$ cat src/rtl/ttad_pkg.sv
// ----------------------------------------------------------------------------
// Teletext attribute decoder package
// Shared types, codes and constants for the serial attribute decoder.
// ----------------------------------------------------------------------------
package ttad_pkg;

	localparam int CODE_W   = 7;
	localparam int GLYPH_W  = 9;
	localparam int COLOUR_W = 3;

	localparam logic [CODE_W-1:0]   FIRST_PRINTABLE = 7'h20;
	localparam logic [GLYPH_W-1:0]  SET_SIZE        = 9'd96;
	localparam logic [GLYPH_W-1:0]  GLYPH_SPACE     = '0;
	localparam logic [COLOUR_W-1:0] COLOUR_BLACK    = 3'd0;
	localparam logic [COLOUR_W-1:0] COLOUR_WHITE    = 3'd7;

	// Control codes handled individually.
	localparam logic [4:0] CTL_FLASH      = 5'd8;
	localparam logic [4:0] CTL_STEADY     = 5'd9;
	localparam logic [4:0] CTL_NORMAL_HT  = 5'd12;
	localparam logic [4:0] CTL_DOUBLE_HT  = 5'd13;
	localparam logic [4:0] CTL_CONCEAL    = 5'd24;
	localparam logic [4:0] CTL_CONTIG     = 5'd25;
	localparam logic [4:0] CTL_SEPARATED  = 5'd26;
	localparam logic [4:0] CTL_BLACK_BG   = 5'd27;
	localparam logic [4:0] CTL_NEW_BG     = 5'd29;
	localparam logic [4:0] CTL_HOLD       = 5'd30;
	localparam logic [4:0] CTL_RELEASE    = 5'd31;

	// Upper two bits of a control code that select the colour groups.
	localparam logic [1:0] GRP_ALPHA_COLOUR  = 2'b00;
	localparam logic [1:0] GRP_MOSAIC_COLOUR = 2'b10;

	typedef enum logic [1:0] {
		GSET_ALPHA = 2'd0,
		GSET_CONT  = 2'd1,
		GSET_SEP   = 2'd2
	} glyph_set_t;

	typedef struct packed {
		logic [COLOUR_W-1:0] alpha_colour;
		logic [COLOUR_W-1:0] shown_colour;
		logic [COLOUR_W-1:0] background;
		glyph_set_t          glyph_set;
		logic                conceal_on;
		logic                double_on;
		logic [GLYPH_W-1:0]  held_glyph;
		logic [GLYPH_W-1:0]  last_glyph;
	} attr_state_t;

	typedef struct packed {
		logic [GLYPH_W-1:0]  glyph_index;
		logic [COLOUR_W-1:0] fore_colour;
		logic [COLOUR_W-1:0] back_colour;
		logic                double_high;
	} cell_result_t;

	localparam attr_state_t ROW_RESET_STATE = '{
		alpha_colour: COLOUR_WHITE,
		shown_colour: COLOUR_WHITE,
		background:   COLOUR_BLACK,
		glyph_set:    GSET_ALPHA,
		conceal_on:   1'b0,
		double_on:    1'b0,
		held_glyph:   GLYPH_SPACE,
		last_glyph:   GLYPH_SPACE
	};

endpackage

$ cat src/rtl/ttad_decode.sv
// ----------------------------------------------------------------------------
// Teletext attribute decode logic
// Applies one character code to the row attributes and forms the cell result.
// ----------------------------------------------------------------------------
module ttad_decode (
	input  logic [ttad_pkg::CODE_W-1:0] char_code,
	input  logic                        row_start,
	input  ttad_pkg::attr_state_t       cur_state,
	output ttad_pkg::attr_state_t       next_state,
	output ttad_pkg::cell_result_t      result
);
	import ttad_pkg::*;

	attr_state_t        st;
	logic [GLYPH_W-1:0] set_base;
	logic [GLYPH_W-1:0] glyph;

	always_comb begin
		st = row_start ? ROW_RESET_STATE : cur_state;

		case (st.glyph_set)
			GSET_CONT: set_base = SET_SIZE;
			GSET_SEP:  set_base = GLYPH_W'(2 * SET_SIZE);
			default:   set_base = '0;
		endcase

		if (char_code < FIRST_PRINTABLE) begin
			if (char_code[4:3] == GRP_ALPHA_COLOUR) begin
				st.alpha_colour = char_code[COLOUR_W-1:0];
				st.shown_colour = char_code[COLOUR_W-1:0];
				st.glyph_set    = GSET_ALPHA;
				st.conceal_on   = 1'b0;
			end else if (char_code[4:3] == GRP_MOSAIC_COLOUR) begin
				st.shown_colour = char_code[COLOUR_W-1:0];
				st.glyph_set    = GSET_CONT;
				st.conceal_on   = 1'b0;
			end else begin
				case (char_code[4:0])
					CTL_FLASH, CTL_STEADY: st.shown_colour = st.alpha_colour;
					CTL_NORMAL_HT:         st.double_on    = 1'b0;
					CTL_DOUBLE_HT:         st.double_on    = 1'b1;
					CTL_CONCEAL:           st.conceal_on   = 1'b1;
					CTL_CONTIG:            st.glyph_set    = GSET_CONT;
					CTL_SEPARATED:         st.glyph_set    = GSET_SEP;
					CTL_BLACK_BG:          st.background   = COLOUR_BLACK;
					CTL_NEW_BG:            st.background   = st.alpha_colour;
					CTL_HOLD:              st.held_glyph   = st.last_glyph;
					CTL_RELEASE:           st.held_glyph   = GLYPH_SPACE;
					default:               ;
				endcase
			end
			glyph = st.held_glyph;
		end else begin
			glyph = set_base + GLYPH_W'(char_code - FIRST_PRINTABLE);
		end

		if (st.conceal_on) begin
			glyph = GLYPH_SPACE;
		end
		st.last_glyph = glyph;

		next_state         = st;
		result.glyph_index = glyph;
		result.fore_colour = st.shown_colour;
		result.back_colour = st.background;
		result.double_high = st.double_on;
	end

endmodule

$ cat src/rtl/teletext_attribute_decoder_core.sv
// ----------------------------------------------------------------------------
// Teletext attribute decoder core
// Serial attribute decoder: one character code in, one coloured glyph out.
// ----------------------------------------------------------------------------
// Input channel: char_code and row_start, qualified by in_valid; the block
// holds off the sender with in_stall. Output channel: glyph_index,
// fore_colour, back_colour and double_high, qualified by out_valid; the
// receiver holds them with out_stall.
// An accepted code is captured in an input register and is decoded from
// there into the result register when the output advances, after which
// out_valid offers the result to the receiver.
// One code is taken every cycle while the output flows;
// the row attribute register is updated as each code passes decode.
// Assert row_start with the first code of each display row.
// Reset clears both pipeline stages and restores white alpha on black.
// When the receiver stalls, the result is held; one more code is taken into
// the input register, after which in_stall follows out_stall.
// ----------------------------------------------------------------------------
module teletext_attribute_decoder_core (
	input  logic                          clk,
	input  logic                          arst_n,
	input  logic [ttad_pkg::CODE_W-1:0]   char_code,
	input  logic                          row_start,
	input  logic                          in_valid,
	output logic                          in_stall,
	output logic [ttad_pkg::GLYPH_W-1:0]  glyph_index,
	output logic [ttad_pkg::COLOUR_W-1:0] fore_colour,
	output logic [ttad_pkg::COLOUR_W-1:0] back_colour,
	output logic                          double_high,
	output logic                          out_valid,
	input  logic                          out_stall
);
	import ttad_pkg::*;

	logic                char_valid_s1;
	logic [CODE_W-1:0]   char_code_s1;
	logic                row_start_s1;
	attr_state_t         state_q;
	attr_state_t         state_next;
	cell_result_t        result_next;
	cell_result_t        result_q;
	logic                out_valid_q;
	logic                advance;
	logic                in_take;

	assign advance  = !out_valid_q || !out_stall;
	assign in_stall = char_valid_s1 && !advance;
	assign in_take  = in_valid && !in_stall;

	always_ff @(posedge clk or negedge arst_n) begin
		if (!arst_n) begin
			char_valid_s1 <= 1'b0;
		end else if (!char_valid_s1 || advance) begin
			char_valid_s1 <= in_valid;
		end
	end

	always_ff @(posedge clk) begin
		if (in_take) begin
			char_code_s1 <= char_code;
			row_start_s1 <= row_start;
		end
	end

	ttad_decode u_decode (
		.char_code  (char_code_s1),
		.row_start  (row_start_s1),
		.cur_state  (state_q),
		.next_state (state_next),
		.result     (result_next)
	);

	always_ff @(posedge clk or negedge arst_n) begin
		if (!arst_n) begin
			state_q     <= ROW_RESET_STATE;
			out_valid_q <= 1'b0;
		end else if (advance) begin
			out_valid_q <= char_valid_s1;
			if (char_valid_s1) begin
				state_q <= state_next;
			end
		end
	end

	always_ff @(posedge clk) begin
		if (advance && char_valid_s1) begin
			result_q <= result_next;
		end
	end

	assign out_valid   = out_valid_q;
	assign glyph_index = result_q.glyph_index;
	assign fore_colour = result_q.fore_colour;
	assign back_colour = result_q.back_colour;
	assign double_high = result_q.double_high;

endmodule

$ cat config.mk
export PLATFORM = sky130hd
export DESIGN_NAME = teletext_attribute_decoder_core
export DESIGN_NICKNAME = d
export VERILOG_FILES = /design/src/rtl/ttad_pkg.sv /design/src/rtl/ttad_decode.sv /design/src/rtl/teletext_attribute_decoder_core.sv
export SDC_FILE = /design/constraint.sdc
export NUM_CORES = 1
export LEC_CHECK = 0
export BUFFER_PORTS_ARGS = -buffer_cell sky130_fd_sc_hd__buf_2
export CORE_ASPECT_RATIO = 2
export CORE_MARGIN = 1
export CORE_UTILIZATION = 62
export CTS_CLUSTER_SIZE = 25
export DETAILED_ROUTE_END_ITERATION = 10
export HOLD_SLACK_MARGIN = 0.12
export PLACE_DENSITY = 0.82
export REMOVE_ABC_BUFFERS = 1
export SYNTH_ARGS = -nofsm -noshare
export SYNTH_HDL_FRONTEND = slang
export SYNTH_SLANG_ARGS = --single-unit
export TNS_END_PERCENT = 30
$ cat constraint.sdc
create_clock -name clk -period 5 [get_ports clk]
set_input_delay 1.25 -clock clk [delete_from_list [all_inputs] [get_ports clk]]
set_output_delay 1.25 -clock clk [all_outputs]
set_load 0.02 [all_outputs]
======== After elaboration in Yosys (flattened, before gate mapping) ========
Cells that the tools add are included.
Widths: inputs -> output; s select.
storage, ports and cells
  register bits ........................... 57
  bits of input ports ..................... 12
  output and inout bits ................... 18
  word-level logic and storage cells ...... 66
cells by class
  add/sub/neg operators ................... 2
  $lt $le $gt $ge ......................... 1
  equal/unequal tests ..................... 14
  muxes and demuxes ....................... 20
  reduce and logical (&&, ||, !) cells .... 13
operator list
  kind                 number
  $eq 5x5->1 const B   7
  $mux 31              1
  $mux 3               8
  $mux 22              1
  $eq 5x4->1 const B   4
  $mux 10              2
  $mux 9               2
  $pmux 9 s2           1
  $pmux 8 s2           1
  $add 8x9->9          1
  $sub 7x6->8 const B  1
  $lt 7x6->1 const B   1
  $pmux 3 s2           1
  $logic_not 1->1      5
  $eq 2x2->1 const B   2
  $pmux 2 s2           1
  $logic_and 1x1->1    3
  $eq 2x1->1 const B   1
  $logic_not 2->1      1
  $logic_or 1x1->1     2
  $pmux 1 s2           1
  $reduce_and 2->1     1
  $reduce_or 2->1      1
  $mux 1               1

======== Longest topological paths before layout ========
  word-level depth ........................ 7
  mapped depth ............................ 11
  mapped depth without buffers ............ 11

======== Hierarchy ========
From an unflattened synthesis, not the netlist that was laid out.
unflattened totals
  cells, all modules ...................... 269
  area, all modules ....................... 3,099.2 sq um
by module, submodules not included
  module                           instances  cells each  area each (sq um)  sequential area each (sq um)
  teletext_attribute_decoder_core  1          97          1,984.4            1,554.0
  ttad_decode                      1          172         1,114.8            0.0

======== Worst setup path after synthesis ========
Ideal clock, no wire load.
  path type ............................... input port to output port
  from .................................... in out_stall
  to ...................................... out in_stall
  arrival ................................. 1.488 ns
  path slack .............................. 2.262 ns
  cell stages on the path ................. 2
  cell sequence ........................... nand3_1 > inv_1
on the way
  word-level cells in the longest chain between the ends .. 4
ends and longest elaborated chain
  element             line                                   source
  start: declaration  teletext_attribute_decoder_core.sv:31  input logic out_stall
  $logic_not 1->1     teletext_attribute_decoder_core.sv:46  assign advance = !out_valid_q || !out_stall;
  $logic_or 1x1->1    teletext_attribute_decoder_core.sv:46
  $logic_not 1->1     teletext_attribute_decoder_core.sv:47  assign in_stall = char_valid_s1 && !advance;
  $logic_and 1x1->1   teletext_attribute_decoder_core.sv:47
  end: declaration    teletext_attribute_decoder_core.sv:25  output logic in_stall,
Every way passes these cells.

======== Final worst setup path ========
Same ends and word-level chain as after synthesis.

==> flow_metrics.env <==
export IMPL_status="finished clean"
export IMPL_min_delay_path_class="reg2reg"
export IMPL_dieHeight_um=97.06
export IMPL_worst_setup_path_start_kind="input pin"
export IMPL_ys_ff_latch=57
export IMPL_r2r_end="state_q[3]"
export IMPL_cts_tree="yes"
export IMPL_vias_per_cell=5.943
export IMPL_cp_arrival_ns=1.64
export IMPL_cp_max_fo=3
export IMPL_drt_first_iter_violations=84
export IMPL_synth_distinct_cells=47
export IMPL_wl_per_cell_um=16.07
export IMPL_clkTransAtPathRegs_ns=0.05
export IMPL_cts_buffers=9
export IMPL_rows=34
export IMPL_power_per_cell_area_nw_per_um2=336.4
export IMPL_pre_cts_ws_ns=1.947
export IMPL_drive_above_1_share=0.2028
export IMPL_tightest_slew_ns=1.054
export IMPL_finalHoldViolCount=0
export IMPL_post_cts_buffers=0
export IMPL_fin_ws_ns=2.109
export IMPL_cp_end_kind="output pin"
export IMPL_grt_ovfl_total=0
export IMPL_clock_skew_ns=0.009064
export IMPL_syn2layout_area_growth_pct=10.50
export IMPL_total_power_mw=1.041
export IMPL_path_class="in2out"
export IMPL_slew_headroom=0.2973
export IMPL_start_util=0.6456
export IMPL_die_area_um2=4807
export IMPL_synthArstFlopShare=0.5789
export IMPL_ys_warn_count=0
export IMPL_drtPass1Iterations=4
export IMPL_syn_inst=248
export IMPL_ctsResizeCount=0
export IMPL_reg2reg_setup_slack_ns=2.29
export IMPL_avgSynthCellArea_um2=11.30
export IMPL_drv_cap=0
export IMPL_rr_startpoint="char_code_s1[0]"
export IMPL_synth_flop_cell="dfrtp_1"
export IMPL_grt_pass1_wl_um=8983
export IMPL_finalSetupTns_ns=0
export IMPL_final_common_cell="buf_2"
export IMPL_gp_congestion=0.8317
export IMPL_antenna_found_initial=0
export IMPL_io_pin_count=30
export IMPL_hold_depth=2
export IMPL_clock_root_buffer="clkbuf_8"
export IMPL_required_ns=3.75
export IMPL_ant_nets=0
export IMPL_clockBufferDepth=2
export IMPL_diodes=0
export IMPL_worstHoldEndpoint="state_q[19]"
export IMPL_die_x_um=49.53
export IMPL_min_from="state_q[19]"
export IMPL_crit_path_start="out_stall"
export IMPL_gr_usage_all_layers=0.2588
export IMPL_fmax_ghz=0.3459
export IMPL_ys_seq_area_frac=0.5547
export IMPL_final_nets=295
export IMPL_grt_max_degree=34
export IMPL_portBuffers=29
export IMPL_fin_crit_ns=2.891
export IMPL_clock_sinks=57
export IMPL_whs_ns=0.4847
export IMPL_p_leak_nw=1.404
export IMPL_coreArea_um2=4339
export IMPL_drc=0
export IMPL_clock_latency_ns=0.34
export IMPL_r2r_worst_path_cells=4
export IMPL_synth_edf_count=24
export IMPL_grt_pass1_vias=2027
export IMPL_final_cell_mix="buf_2, dfrtp_1, edfxtp_1"
export IMPL_fin_crit_sh=0.5782
export IMPL_wl_um=5384
export IMPL_cts_hold_buffers_added=0
export IMPL_rsz0062_at_grt="no"
export IMPL_synthesis_area_um2=2801
export IMPL_ir_drop_v=0.0003305
export IMPL_slew_viol_final=0
export IMPL_finalSetupViolCount=0
export IMPL_htree_levels=3
export IMPL_hpwlAfterDp_um=3860
export IMPL_vias=1991
==> per-stage QoR <==
step / instances / utilization / cell area (µm²)
after floorplan: 234 / - / 2714
after CTS: 335 / 0.7134 / 3095
after detailed placement: 319 / 0.6779 / 2942
after global routing: 335 / 0.7134 / 3095
after global placement: 319 / 0.6779 / 2942
final: 335 / 0.7134 / 3095
==> registers in the layout, indices dropped and copies added (netlist names) <==
signal and cells:
char_code_s1 7, fore_colour 3, state_q 31, double_high 1, back_colour 3, glyph_index 9
out_valid 1, char_valid_s1 1, row_start_s1 1
==> worst max path at each step <==
stage / endpoint / cells past startpoint
3_5_place_dp: state_q[16] / 8
6_report: in_stall / 4
4_1_cts: in_stall / 4
2_1_floorplan: state_q[17] / 5
5_1_grt: in_stall / 4
3_3_place_gp: state_q[17] / 8
==> area by class of cell <==
| type | count | area [µm²] |
|---|---|---|
| clock buffers | 11 | 131.4 |
| well taps | 54 | 67.56 |
| inverters | 20 | 75.07 |
| repair buffers | 31 | 160.2 |
| fillers | 339 | 1244 |
| flip-flops and latches | 57 | 1554 |
| clock inverters | 5 | 22.52 |
| multi-input cells | 157 | 1085 |
==> layer usage <==
| metal | vias to the layer above | part of all wire | routed length [µm] | GRT usage |
|---|---|---|---|---|
| li1 | 956 | - | - | - |
| met1 | 953 | 0.38 | 2067 | 0.2597 |
| met2 | 65 | 0.54 | 2909 | 0.4304 |
| met3 | 17 | 0.043 | 231 | 0.06886 |
| met4 | 0 | 0.033 | 176 | 0.2088 |
| met5 | - | 0 | 0 | 0 |
==> critical path, stage by stage <==
cell and delay, ns:
buf_2 0.09, nand3_1 0.09, inv_1 0.06, buf_2 0.15
==> cells by family after synthesis <==
| family | after synthesis | share of synthesized area |
|---|---|---|
| adder cells (fa/ha/maj) | 7 | 0.03394 |
| flip-flops | 57 | 0.5547 |
| AO/OA/AOI/OAI | 61 | 0.1635 |
| AND/OR/NAND/NOR | 77 | 0.1443 |
| buffers and inverters | 34 | 0.05806 |
| multiplexers | 9 | 0.03618 |
| XOR/XNOR | 3 | 0.009381 |
==> cells in the mapped netlist (all sizes together) (4+ instances only) <==
| cell | instances | area [µm²] |
|---|---|---|
| a21oi | 6 | 30.03 |
| a22o | 15 | 131.4 |
| a2bb2oi | 5 | 43.79 |
| buf | 9 | 68.81 |
| clkbuf | 5 | 18.77 |
| dfrtp | 27 | 675.7 |
| dfstp | 6 | 157.7 |
| edfxtp | 24 | 720.7 |
| ha | 6 | 75.07 |
| inv | 20 | 75.07 |
| mux2i | 6 | 60.06 |
| nand2 | 17 | 63.81 |
| nand2b | 6 | 37.54 |
| nor2 | 23 | 86.33 |
| nor2b | 13 | 81.33 |
| nor4 | 4 | 31.28 |
| o21ai | 7 | 35.03 |
| o22a | 4 | 35.03 |
| o22ai | 6 | 37.54 |
| o2bb2ai | 5 | 43.79 |
==> power breakdown <==
group | internal (mW) | switching (mW) | total [mW]
Clock | 0.173 | 0.165 | 0.339
Sequential | 0.534 | 0.0281 | 0.562
Combinational | 0.0552 | 0.0857 | 0.141
Power figures use the tool's default switching activity.
